`src/rtl/clf_pkg.sv`:
```
`timescale 1ns / 1ps
// ----------------------------------------------------------------------------
// clf_pkg: shared types and constants of the channel linear fade unit
// Word layouts, configuration register indexes and fixed field widths.
// ----------------------------------------------------------------------------
package clf_pkg;

    localparam int unsigned TIME_W     = 32;
    localparam int unsigned SIZE_W     = 17;
    localparam int unsigned IDX_W      = 16;
    localparam int unsigned VAL_W      = 8;
    localparam int unsigned FADE_DUR_W = 16;
    localparam int unsigned DUR_W      = 32;
    localparam int unsigned QUOT_W     = 8;
    localparam int unsigned QBIT_W     = 3;
    localparam int unsigned REM_W      = DUR_W + QUOT_W;
    localparam int unsigned CFG_IDX_W  = 3;
    localparam int unsigned CFG_DATA_W = 32;

    // frame sizes above this are clamped
    localparam int unsigned MAX_CHANNELS = 65536;
    localparam int unsigned FULL_LEVEL   = 255;

    // configuration register indexes
    localparam logic [CFG_IDX_W-1:0] REG_FADE_DURATION = 3'd0;
    localparam logic [CFG_IDX_W-1:0] REG_FADE_DELAY    = 3'd1;
    localparam logic [CFG_IDX_W-1:0] REG_REST_OF_STEP  = 3'd2;
    localparam logic [CFG_IDX_W-1:0] REG_STEP_LENGTH   = 3'd3;
    localparam logic [CFG_IDX_W-1:0] REG_FADE_DOWN     = 3'd4;
    localparam logic [CFG_IDX_W-1:0] REG_START_CHANNEL = 3'd5;
    localparam logic [CFG_IDX_W-1:0] REG_CHANNEL_COUNT = 3'd6;

    typedef struct packed {
        logic [TIME_W-1:0] time_ms;
        logic              output_frame;
        logic [SIZE_W-1:0] frame_size;
        logic [IDX_W-1:0]  channel_index;
        logic [VAL_W-1:0]  channel_value;
    } t_in_word;

    typedef struct packed {
        logic [VAL_W-1:0] value_out;
        logic             was_faded;
    } t_out_word;

    typedef struct packed {
        logic [FADE_DUR_W-1:0] fade_duration_ms;
        logic [TIME_W-1:0]     fade_delay_ms;
        logic                  use_rest_of_step;
        logic [TIME_W-1:0]     step_length_ms;
        logic                  fade_down;
        logic [SIZE_W-1:0]     start_channel;
        logic [SIZE_W-1:0]     channel_count;
    } t_cfg;

    // word handed along the divider cells
    typedef struct packed {
        logic              ok;
        logic [REM_W-1:0]  rem;
        logic [DUR_W-1:0]  dur;
        logic [QUOT_W-1:0] quot;
        logic [VAL_W-1:0]  value;
    } t_cell_word;

endpackage

```
`src/rtl/clf_decode.sv`:
```
`timescale 1ns / 1ps
// ----------------------------------------------------------------------------
// clf_decode: window and channel range check, dividend setup
// Two register stages: subtractions first, then the parallel compares.
// ----------------------------------------------------------------------------
module clf_decode (
    input  logic               i_clk,
    input  logic               i_rst_n,
    input  logic               i_valid,
    input  clf_pkg::t_in_word  i_word,
    input  clf_pkg::t_cfg      i_cfg,
    output logic               o_valid,
    output clf_pkg::t_cell_word o_word
);

    typedef struct packed {
        logic                         live;
        logic [clf_pkg::DUR_W-1:0]    dur;
        logic [clf_pkg::TIME_W-1:0]   elapsed;
        logic [clf_pkg::SIZE_W-1:0]   size_c;
        logic [clf_pkg::SIZE_W-1:0]   sc;
        logic [clf_pkg::SIZE_W-1:0]   first;
        logic [clf_pkg::SIZE_W:0]     cc_end;
        logic                         cc_all;
        logic [clf_pkg::IDX_W-1:0]    idx;
        logic [clf_pkg::VAL_W-1:0]    value;
    } t_front;

    logic                       r_valid_a;
    t_front                     r_front;
    t_front                     n_front;
    logic                       r_valid_b;
    clf_pkg::t_cell_word        r_word;
    clf_pkg::t_cell_word        n_word;

    logic [clf_pkg::TIME_W:0]   dur_diff;
    logic [clf_pkg::TIME_W:0]   el_diff;
    logic                       disabled;

    // stage A
    always_comb begin
        dur_diff = {1'b0, i_cfg.step_length_ms} - {1'b0, i_cfg.fade_delay_ms};
        el_diff  = {1'b0, i_word.time_ms} - {1'b0, i_cfg.fade_delay_ms};
        disabled = (i_cfg.fade_duration_ms == '0) ||
                   (i_cfg.use_rest_of_step &&
                    (dur_diff[clf_pkg::TIME_W] || dur_diff[clf_pkg::TIME_W-1:0] == '0));

        n_front.live    = i_word.output_frame && !disabled && !el_diff[clf_pkg::TIME_W];
        n_front.dur     = i_cfg.use_rest_of_step ? dur_diff[clf_pkg::TIME_W-1:0]
                        : {{(clf_pkg::DUR_W-clf_pkg::FADE_DUR_W){1'b0}},
                           i_cfg.fade_duration_ms};
        n_front.elapsed = el_diff[clf_pkg::TIME_W-1:0];
        n_front.size_c  = (i_word.frame_size > clf_pkg::SIZE_W'(clf_pkg::MAX_CHANNELS))
                        ? clf_pkg::SIZE_W'(clf_pkg::MAX_CHANNELS) : i_word.frame_size;
        // start channel zero acts as one
        n_front.sc      = (i_cfg.start_channel == '0) ? clf_pkg::SIZE_W'(1)
                        : i_cfg.start_channel;
        n_front.first   = n_front.sc - clf_pkg::SIZE_W'(1);
        n_front.cc_end  = {1'b0, n_front.first} + {1'b0, i_cfg.channel_count};
        n_front.cc_all  = (i_cfg.channel_count == '0);
        n_front.idx     = i_word.channel_index;
        n_front.value   = i_word.channel_value;
    end

    // stage B: live, in window, index in [first, size), below first + nonzero count
    always_comb begin
        n_word.ok    = r_front.live &&
                       (r_front.elapsed <= r_front.dur) &&
                       (r_front.sc <= r_front.size_c) &&
                       ({1'b0, r_front.idx} >= r_front.first) &&
                       ({1'b0, r_front.idx} < r_front.size_c) &&
                       (r_front.cc_all || ({2'b00, r_front.idx} < r_front.cc_end));
        // elapsed * 255
        n_word.rem   = {r_front.elapsed, {clf_pkg::QUOT_W{1'b0}}}
                     - {{clf_pkg::QUOT_W{1'b0}}, r_front.elapsed};
        n_word.dur   = r_front.dur;
        n_word.quot  = '0;
        n_word.value = r_front.value;
    end

    always_ff @(posedge i_clk) begin
        if (!i_rst_n) begin
            r_valid_a <= 1'b0;
            r_valid_b <= 1'b0;
        end else begin
            r_valid_a <= i_valid;
            r_valid_b <= r_valid_a;
        end
    end

    always_ff @(posedge i_clk) begin
        r_front <= n_front;
        r_word  <= n_word;
    end

    assign o_valid = r_valid_b;
    assign o_word  = r_word;

endmodule

```
`src/rtl/clf_cell.sv`:
```
`timescale 1ns / 1ps
// ----------------------------------------------------------------------------
// clf_cell: one restoring division step
// Resolves quotient bit BIT by compare and subtract of the shifted divisor.
// ----------------------------------------------------------------------------
module clf_cell #(
    parameter logic [clf_pkg::QBIT_W-1:0] BIT = '0
) (
    input  logic                i_clk,
    input  logic                i_rst_n,
    input  logic                i_valid,
    input  clf_pkg::t_cell_word i_word,
    output logic                o_valid,
    output clf_pkg::t_cell_word o_word
);

    logic                         r_valid;
    clf_pkg::t_cell_word          r_word;
    clf_pkg::t_cell_word          n_word;
    logic [clf_pkg::REM_W-1:0]    cand;

    always_comb begin
        cand   = {{(clf_pkg::REM_W-clf_pkg::DUR_W){1'b0}}, i_word.dur} << BIT;
        n_word = i_word;
        if (i_word.rem >= cand) begin
            n_word.rem       = i_word.rem - cand;
            n_word.quot[BIT] = 1'b1;
        end
    end

    always_ff @(posedge i_clk) begin
        if (!i_rst_n) begin
            r_valid <= 1'b0;
        end else begin
            r_valid <= i_valid;
        end
    end

    always_ff @(posedge i_clk) begin
        r_word <= n_word;
    end

    assign o_valid = r_valid;
    assign o_word  = r_word;

endmodule

```
`src/rtl/clf_scale.sv`:
```
`timescale 1ns / 1ps
// ----------------------------------------------------------------------------
// clf_scale: apply the fade level to the channel byte
// Optional inversion, 8x8 multiply, exact divide by 255, output register.
// ----------------------------------------------------------------------------
module clf_scale (
    input  logic                i_clk,
    input  logic                i_rst_n,
    input  logic                i_valid,
    input  clf_pkg::t_cell_word i_word,
    input  logic                i_fade_down,
    output logic                o_strobe,
    output clf_pkg::t_out_word  o_word
);

    logic                           r_strobe;
    clf_pkg::t_out_word             r_word;
    clf_pkg::t_out_word             n_word;
    logic [clf_pkg::QUOT_W-1:0]     level;
    logic [2*clf_pkg::VAL_W-1:0]    prod;
    logic [2*clf_pkg::VAL_W:0]      sum;

    // x / 255 == (x + 1 + (x >> 8)) >> 8 for every x up to 255 * 255
    always_comb begin
        level = i_fade_down ? clf_pkg::QUOT_W'(clf_pkg::FULL_LEVEL) - i_word.quot
              : i_word.quot;
        prod  = i_word.value * level;
        sum   = {1'b0, prod} + (2*clf_pkg::VAL_W+1)'(1)
              + {1'b0, {clf_pkg::VAL_W{1'b0}}, prod[2*clf_pkg::VAL_W-1:clf_pkg::VAL_W]};
        n_word.value_out = i_word.ok ? sum[2*clf_pkg::VAL_W-1:clf_pkg::VAL_W]
                         : i_word.value;
        n_word.was_faded = i_word.ok;
    end

    always_ff @(posedge i_clk) begin
        if (!i_rst_n) begin
            r_strobe <= 1'b0;
        end else begin
            r_strobe <= i_valid;
        end
    end

    always_ff @(posedge i_clk) begin
        r_word <= n_word;
    end

    assign o_strobe = r_strobe;
    assign o_word   = r_word;

endmodule

```
`src/rtl/channel_linear_fade_unit.sv`:
```
`timescale 1ns / 1ps
// ----------------------------------------------------------------------------
// channel_linear_fade_unit: linear fade of lighting channel bytes
// Scales each channel word by a time-driven fade level, channel range aware.
// ----------------------------------------------------------------------------
// Usage:
//   Input channel: drive i_in_word and raise start for one cycle per word.
//   busy is always low, so a word is taken every cycle, back to back.
//   Output channel: o_strobe is high for exactly one cycle with o_out_word;
//   the receiver has no way to stall, so it must take the word right then.
//   A word's result is registered through two decode stages, eight divider
//   cells and one scale stage before it reaches the outputs. Throughput:
//   one word per cycle, set by the cell chain, which moves every word one
//   cell on each clock.
//   Config port: i_cfg_we with i_cfg_idx / i_cfg_data writes one register;
//   indexes past the last register are ignored. Write only while no word
//   is in flight.
//   Reset (synchronous, i_rst_n low) empties the pipe, drops any word in
//   flight, and loads the register defaults: 50 ms duration, no delay,
//   fade out, start channel 1, all channels.
// ----------------------------------------------------------------------------
module channel_linear_fade_unit (
    input  logic                                i_clk,
    input  logic                                i_rst_n,
    input  logic                                start,
    output logic                                busy,
    input  clf_pkg::t_in_word                   i_in_word,
    input  logic                                i_cfg_we,
    input  logic [clf_pkg::CFG_IDX_W-1:0]       i_cfg_idx,
    input  logic [clf_pkg::CFG_DATA_W-1:0]      i_cfg_data,
    output logic                                o_strobe,
    output clf_pkg::t_out_word                  o_out_word
);

    // configuration registers
    clf_pkg::t_cfg r_cfg;

    // cell chain: index 0 is the decode output, QUOT_W is the last cell
    logic                v_chain [clf_pkg::QUOT_W+1];
    clf_pkg::t_cell_word w_chain [clf_pkg::QUOT_W+1];

    logic accept;

    // never stalls: a word can enter every cycle
    assign busy   = 1'b0;
    assign accept = start && !busy;

    always_ff @(posedge i_clk) begin
        if (!i_rst_n) begin
            r_cfg.fade_duration_ms <= clf_pkg::FADE_DUR_W'(50);
            r_cfg.fade_delay_ms    <= '0;
            r_cfg.use_rest_of_step <= 1'b0;
            r_cfg.step_length_ms   <= '0;
            r_cfg.fade_down        <= 1'b1;
            r_cfg.start_channel    <= clf_pkg::SIZE_W'(1);
            r_cfg.channel_count    <= '0;
        end else if (i_cfg_we) begin
            unique case (i_cfg_idx)
                clf_pkg::REG_FADE_DURATION: begin
                    r_cfg.fade_duration_ms <= i_cfg_data[clf_pkg::FADE_DUR_W-1:0];
                end
                clf_pkg::REG_FADE_DELAY: begin
                    r_cfg.fade_delay_ms <= i_cfg_data[clf_pkg::TIME_W-1:0];
                end
                clf_pkg::REG_REST_OF_STEP: begin
                    r_cfg.use_rest_of_step <= i_cfg_data[0];
                end
                clf_pkg::REG_STEP_LENGTH: begin
                    r_cfg.step_length_ms <= i_cfg_data[clf_pkg::TIME_W-1:0];
                end
                clf_pkg::REG_FADE_DOWN: begin
                    r_cfg.fade_down <= i_cfg_data[0];
                end
                clf_pkg::REG_START_CHANNEL: begin
                    r_cfg.start_channel <= i_cfg_data[clf_pkg::SIZE_W-1:0];
                end
                clf_pkg::REG_CHANNEL_COUNT: begin
                    r_cfg.channel_count <= i_cfg_data[clf_pkg::SIZE_W-1:0];
                end
                default: begin
                end
            endcase
        end
    end

    // pass/fade decision and dividend elapsed*255
    clf_decode u_decode (
        .i_clk   (i_clk),
        .i_rst_n (i_rst_n),
        .i_valid (accept),
        .i_word  (i_in_word),
        .i_cfg   (r_cfg),
        .o_valid (v_chain[0]),
        .o_word  (w_chain[0])
    );

    // level = elapsed*255 / dur, one quotient bit per cell, MSB first.
    // The window check keeps elapsed <= dur, so eight bits cover the level.
    for (genvar g = 0; g < clf_pkg::QUOT_W; g++) begin : g_cell
        clf_cell #(
            .BIT (clf_pkg::QBIT_W'(clf_pkg::QUOT_W - 1 - g))
        ) u_cell (
            .i_clk   (i_clk),
            .i_rst_n (i_rst_n),
            .i_valid (v_chain[g]),
            .i_word  (w_chain[g]),
            .o_valid (v_chain[g+1]),
            .o_word  (w_chain[g+1])
        );
    end

    // the user must keep config stable while words are in flight (not enforced here); fade_down is read live
    clf_scale u_scale (
        .i_clk       (i_clk),
        .i_rst_n     (i_rst_n),
        .i_valid     (v_chain[clf_pkg::QUOT_W]),
        .i_word      (w_chain[clf_pkg::QUOT_W]),
        .i_fade_down (r_cfg.fade_down),
        .o_strobe    (o_strobe),
        .o_word      (o_out_word)
    );

endmodule

```
`config.mk`:
```
export PLATFORM = sky130hd
export DESIGN_NAME = channel_linear_fade_unit
export DESIGN_NICKNAME = d
export VERILOG_FILES = /design/src/rtl/clf_pkg.sv /design/src/rtl/clf_decode.sv /design/src/rtl/clf_cell.sv /design/src/rtl/clf_scale.sv /design/src/rtl/channel_linear_fade_unit.sv
export SDC_FILE = /design/constraint.sdc
export NUM_CORES = 2
export LEC_CHECK = 0
export BUFFER_PORTS_ARGS = -buffer_cell sky130_fd_sc_hd__buf_2
export CORE_MARGIN = 2
export CORE_UTILIZATION = 60
export DETAILED_ROUTE_END_ITERATION = 8
export HOLD_SLACK_MARGIN = 0.02
export PLACE_DENSITY_LB_ADDON = 0.1
export SETUP_SLACK_MARGIN = 0.5
export SLEW_MARGIN = 20
export SYNTH_ARGS = -nofsm -noshare
export SYNTH_HDL_FRONTEND = slang
export SYNTH_SLANG_ARGS = --single-unit
```
`constraint.sdc`:
```
create_clock -name i_clk -period 9.8 [get_ports i_clk]
set_input_delay 1.96 -clock i_clk [delete_from_list [all_inputs] [get_ports i_clk]]
set_output_delay 1.96 -clock i_clk [all_outputs]
set_load 0.05 [all_outputs]
```
# Word level (Yosys, flattened, before mapping)
# Index checks and enable logic that the tools add are counted.
[classes] shifts=0 magnitude_cmp=14 bitwise=0 n_reduce_logical=25 eq_ne=6 multipliers=1 add_sub_neg=15 n_mux=12 div_mod_pow=0
[op_table] op="$mux W40" count=7
[op_table] op="$sub A32 B32 Y33" count=2
[op_table] op="$ge A40 B32 Y1" count=1
[op_table] op="$ge A40 B33 Y1" count=1
[op_table] op="$ge A40 B34 Y1" count=1
[op_table] op="$ge A40 B35 Y1" count=1
[op_table] op="$ge A40 B36 Y1" count=1
[op_table] op="$ge A40 B37 Y1" count=1
[op_table] op="$ge A40 B38 Y1" count=1
[op_table] op="$ge A40 B39 Y1" count=1
[op_table] op="$sub A40 B32 Y40" count=1
[op_table] op="$sub A40 B33 Y40" count=1
[op_table] op="$sub A40 B34 Y40" count=1
[op_table] op="$sub A40 B35 Y40" count=1
[op_table] op="$sub A40 B36 Y40" count=1
[op_table] op="$sub A40 B37 Y40" count=1
[op_table] op="$sub A40 B38 Y40" count=1
[op_table] op="$sub A40 B39 Y40" count=1
[op_table] op="$logic_not A17 Y1" count=2
[op_table] op="$le A32 B32 Y1" count=1
[op_table] op="$logic_not A32 Y1" count=1
[op_table] op="$add A17 B17 Y18" count=1
[op_table] op="$lt A16 B18 Y1" count=1
[op_table] op="$ge A16 B17 Y1" count=1
[op_table] op="21 further kinds" count=41
[word_totals] memories=0 output_inout_bits=11 in_bits=113 romBits=0 latch_bits=0 ram_bits=0 reg_bits=988 wordCells=153

# Depth between registers and ports, before layout
[depth] ltp_word=8 mapped_depth=26 ltp_nobuf=25

# Hierarchy
# A second synthesis with hierarchy kept.
[hier_totals] cells_unflattened=5984 hier_area_um2=54561.1
[modules_own_cells] mod="clf_decode" area_per_inst_um2=13829.5 cells_each=1524 seq_area_each_um2=4844.6 instances=1
[modules_own_cells] mod="channel_linear_fade_unit" area_per_inst_um2=4326.6 cells_each=426 seq_area_each_um2=2322.2 instances=1
[modules_own_cells] mod="clf_cell (g_cell[7].u_cell)" area_per_inst_um2=4285.4 cells_each=484 seq_area_each_um2=1801.7 instances=1
[modules_own_cells] mod="clf_cell (g_cell[4].u_cell)" area_per_inst_um2=4284.1 cells_each=476 seq_area_each_um2=1801.7 instances=1
[modules_own_cells] mod="clf_cell (g_cell[6].u_cell)" area_per_inst_um2=4230.3 cells_each=460 seq_area_each_um2=1801.7 instances=1
[modules_own_cells] mod="clf_cell (g_cell[5].u_cell)" area_per_inst_um2=4220.3 cells_each=472 seq_area_each_um2=1801.7 instances=1
[modules_own_cells] mod="clf_cell (g_cell[2].u_cell)" area_per_inst_um2=4189.0 cells_each=464 seq_area_each_um2=1801.7 instances=1
[modules_own_cells] mod="clf_cell (g_cell[3].u_cell)" area_per_inst_um2=4169.0 cells_each=446 seq_area_each_um2=1801.7 instances=1
[modules_own_cells] mod="clf_cell (g_cell[0].u_cell)" area_per_inst_um2=4081.4 cells_each=450 seq_area_each_um2=1801.7 instances=1
[modules_own_cells] mod="clf_cell (g_cell[1].u_cell)" area_per_inst_um2=4033.9 cells_each=449 seq_area_each_um2=1801.7 instances=1
[modules_own_cells] mod="clf_scale" area_per_inst_um2=2911.5 cells_each=333 seq_area_each_um2=200.2 instances=1

# Worst setup path before layout
# Ideal clock, no wire load.
[synth_path] path_type="flip-flop to flip-flop" start="register r_cfg[34] in the netlist's numbering" end="register u_scale.r_word, in the netlist u_scale.o_word[3]" setup_ns=0.121 path_slack_ns=3.533 n_path_buf=1 arrival_time_ns=6.146 synth_period_minus_slack_ns=6.267 t_required_ns=9.679 stages_incl_launch_ff=25 path_cell_list="dfxtp_1 -> clkbuf_1 -> xor2_1 -> nand2_1 -> fa_1 -> fa_1 -> inv_1 -> fa_1 -> inv_1 -> fa_1 -> inv_1 -> ha_1 -> a21oi_1 -> o21ai_1 -> a2111oi_0 -> o21bai_1 -> xnor2_1 -> ha_1 -> nand2_1 -> nor2_1 -> mux2_2 -> a221oi_2 -> nor2b_1 -> xor2_1 -> mux2_2"
[synth_rtl] element="start, declared" line_no="channel_linear_fade_unit.sv:36" rtl="clf_pkg::t_cfg r_cfg;"
[synth_rtl] element="end signal, assigned" line_no="clf_scale.sv:44" rtl="r_word <= n_word;"
[synth_rtl] element="end, declared" line_no="clf_scale.sv:17" rtl="clf_pkg::t_out_word r_word;"

==> results_dict.tcl <==
set metrics [dict create \
    clkSinkCount 988 \
    fin_crit_ps 6907 \
    placed_area_sq_um 50350 \
    cts_hold_buf 0 \
    grt_pass1_vias 35670 \
    fin_setup_tns_ps 0 \
    post-route-period-util 0.7047 \
    r2r_slack_ps 2890 \
    cpMaxStageDelayCell "dfxtp_1" \
    drcViolationCount 0 \
    syn_to_final_growth_pct 10.28 \
    cts_tree "done" \
    fp.dieH_um 289.2 \
    io_pins 124 \
    drtPass1Iterations 5 \
    ys_seq_area_frac 0.4054 \
    layoutNonFillerInstCount 6627 \
    dieArea_sq_um 83610 \
    finalPower_mw 16.02 \
    multi_input_area_sq_um 26570 \
    cts_setup_buffers 0 \
    utilization 0.6680 \
    start_util 0.6057 \
    cts_made_buffers 98 \
    wirelength_um 103500 \
    crit_arrival_ps 7430 \
    place_inst 6444 \
    root_buffer "clkbuf_16" \
    insertedDiodeCount 0 \
    yosys-top-cells-area "dfxtp_1 41%, ha_1 13%, nand2_1 4.3%" \
    irDropWorstVdd_mv 0.1547 \
    drt-initial-drc-count 1744 \
    rsz0062_at_grt "no" \
    outcome "finished, final reports clean" \
    drv_cap 0 \
    num_vias 36260 \
    ctsHtreeMaxLevel 3 \
    ant_nets 0 \
    grtUsageTotal 0.2481 \
    cp_data_required_time_ps 10330 \
    max_freq_mhz 144.8 \
    crit_family "adder cells" \
    synth_top_flop_cell "dfxtp_1" \
    synth_cells 5381 \
    grt_pass1_wl_um 171100 \
    drv_slew 0 \
    worst_slew_pin_slew_ps 1120 \
    hold_viol 0 \
    clockBufferDepth 3 \
    clock_skew_ps 33.94 \
    ys_warn_count 0 \
    crit_top_cell "fa_1" \
    vias_per_cell 5.472 \
    finalNetCount 6144 \
    p_leak_nw 23.01 \
    worstSetupPathType "reg -> reg" \
    synth_edf_count 0 \
    netlist.area_leader.share 0.4054 \
    grt_max_degree 105 \
    antenna_found_initial 0 \
    cts_resized 0 \
    nFillCells 6583 \
    core_area_sq_um 80550 \
    cp_cell_sequence "xor2_1, nand2_1, fa_1, fa_1, inv_1, fa_1, inv_1, fa_1, inv_1, ha_1, a21oi_1, o21ai_1, a2111oi_0, o21bai_1, xnor2_1, ha_1, nand2_1, nor2_1, mux2_2, a221oi_2, nor2b_1, xor2_1, mux2_2" \
    ys_top_cells_by_count "988 x dfxtp_1, 556 x nand2_1, 527 x inv_1, 501 x ha_1, 355 x a21oi_1" \
    setup_viol 0 \
    clk_pin_slew_ps 60 \
    io_buffers 122 \
    whs_path_depth 0 \
    regToRegEndpoint "u_scale.o_word[3]" \
    drive_above_1_share 0.07365 \
    regArea_sq_um 19780 \
    reg2reg_from "r_cfg[34]" \
    powerDensity_nw_per_um2 297.7 \
    worstSetupEndpointType "flip-flop" \
    hold_slack_ps 312.0 \
    min_from "g_cell[2].u_cell.o_word[88]" \
    post-place-ws_ps 2923 \
    gp_congestion 0.9192 \
    path_buf_inv 3 \
    slowest_delay_ps 600 \
    synth.most_common_cell "dfxtp_1" \
    avgSynthCellArea_sq_um 9.067 \
    ys_async_sr_fraction 0 \
    syn_area_sq_um 48790 \
    dp_hpwl_um 80240 \
    fin_ws_ps 2894 \
    syn_nets 6041 \
    gr-total-overflow 0 \
    hold_end "g_cell[3].u_cell.o_word[88]" \
    max_slew_margin 0.2476 \
    reg2reg_depth 23 \
    rows 104 \
    startpoint_type "flip-flop" \
    yosysTopAreaCell "dfxtp_1" \
    die_w_um 289.2 \
    crit_fanout 9 \
    design_area_sq_um 53810 \
    synth_cell_types 84 \
    drt-wirelength-per-cell_um 15.61 \
    hp-class "reg -> reg" \
    clk_latency_ps 660 \
    ys_ff_latch 988 \
]
[cell type report]
cell class,count,share of cell area
Tap cell,1060,0.02465
Clock buffer,129,0.05074
Clock inverter,54,0.01351
Multi-Input combinational cell,3736,0.4939
Timing Repair Buffer,133,0.01288
Inverter,527,0.03676
Sequential cell,988,0.3676
[kinds of logic (layout without fill, tap and decap cells)]
logic type / after synthesis / after routing / share of synthesized area
AND/OR/NAND/NOR: 1455 / 1455 / 0.1429
XOR/XNOR: 353 / 353 / 0.06337
multiplexers: 61 / 61 / 0.01392
adder cells (fa/ha/maj): 547 / 547 / 0.1474
AO/OA/AOI/OAI: 1319 / 1319 / 0.1760
buffers and inverters: 657 / 843 / 0.05090
other: 1 / 1 / 0.00007686
flip-flops: 988 / 988 / 0.4054
[report_power, final]
group          internal [mW]  switching (mW)
registers               4.89           0.469
clock network           2.37            1.55
logic                   3.05            3.69
total                   10.3            5.71
[layer usage]
metal,part of all wire,GRT usage,up-vias
li1,-,-,18740
met4,0.046,0.1077,0
met5,0,0,-
met2,0.47,0.4307,736
met1,0.45,0.3089,16560
met3,0.036,0.03236,228
[worst max path at each step]
stage                   start           endpoint  slack (ps)  depth (start not counted)
detailed placement  r_cfg[34]  u_scale.o_word[7]        2920                         23
CTS                 r_cfg[34]  u_scale.o_word[7]        2910                         23
floorplan           r_cfg[34]  u_scale.o_word[3]        3530                         24
global placement    r_cfg[34]  u_scale.o_word[3]        3070                         23
global route        r_cfg[34]  u_scale.o_word[7]        2440                         23
finish              r_cfg[34]  u_scale.o_word[3]        2890                         23
[registers in the layout, summed over array words and instances, names as in the netlist]
name / cells
u_decode.r_front: 119
u_scale.o_word: 9
g_cell.u_cell.o_valid: 8
u_decode.n_word: 40
u_decode.o_valid: 1
u_decode.o_word: 81
g_cell.u_cell.o_word: 612
r_cfg: 116
u_decode.r_valid_a: 1
u_scale.o_strobe: 1
[layout by cell type (no fill, tap or decap), drive strengths merged, types with 70 or more instances in the layout]
cell type    n
nand2      556
a21boi     117
dfxtp      988
o21ai      272
and2        96
ha         501
a21o       217
xor2       143
xnor2      210
buf        133
a21oi      356
nor2       264
nor3        90
clkbuf     129
nand3       70
inv        533
nor2b       71
No activity file was read; power rests on OpenSTA's default activity.
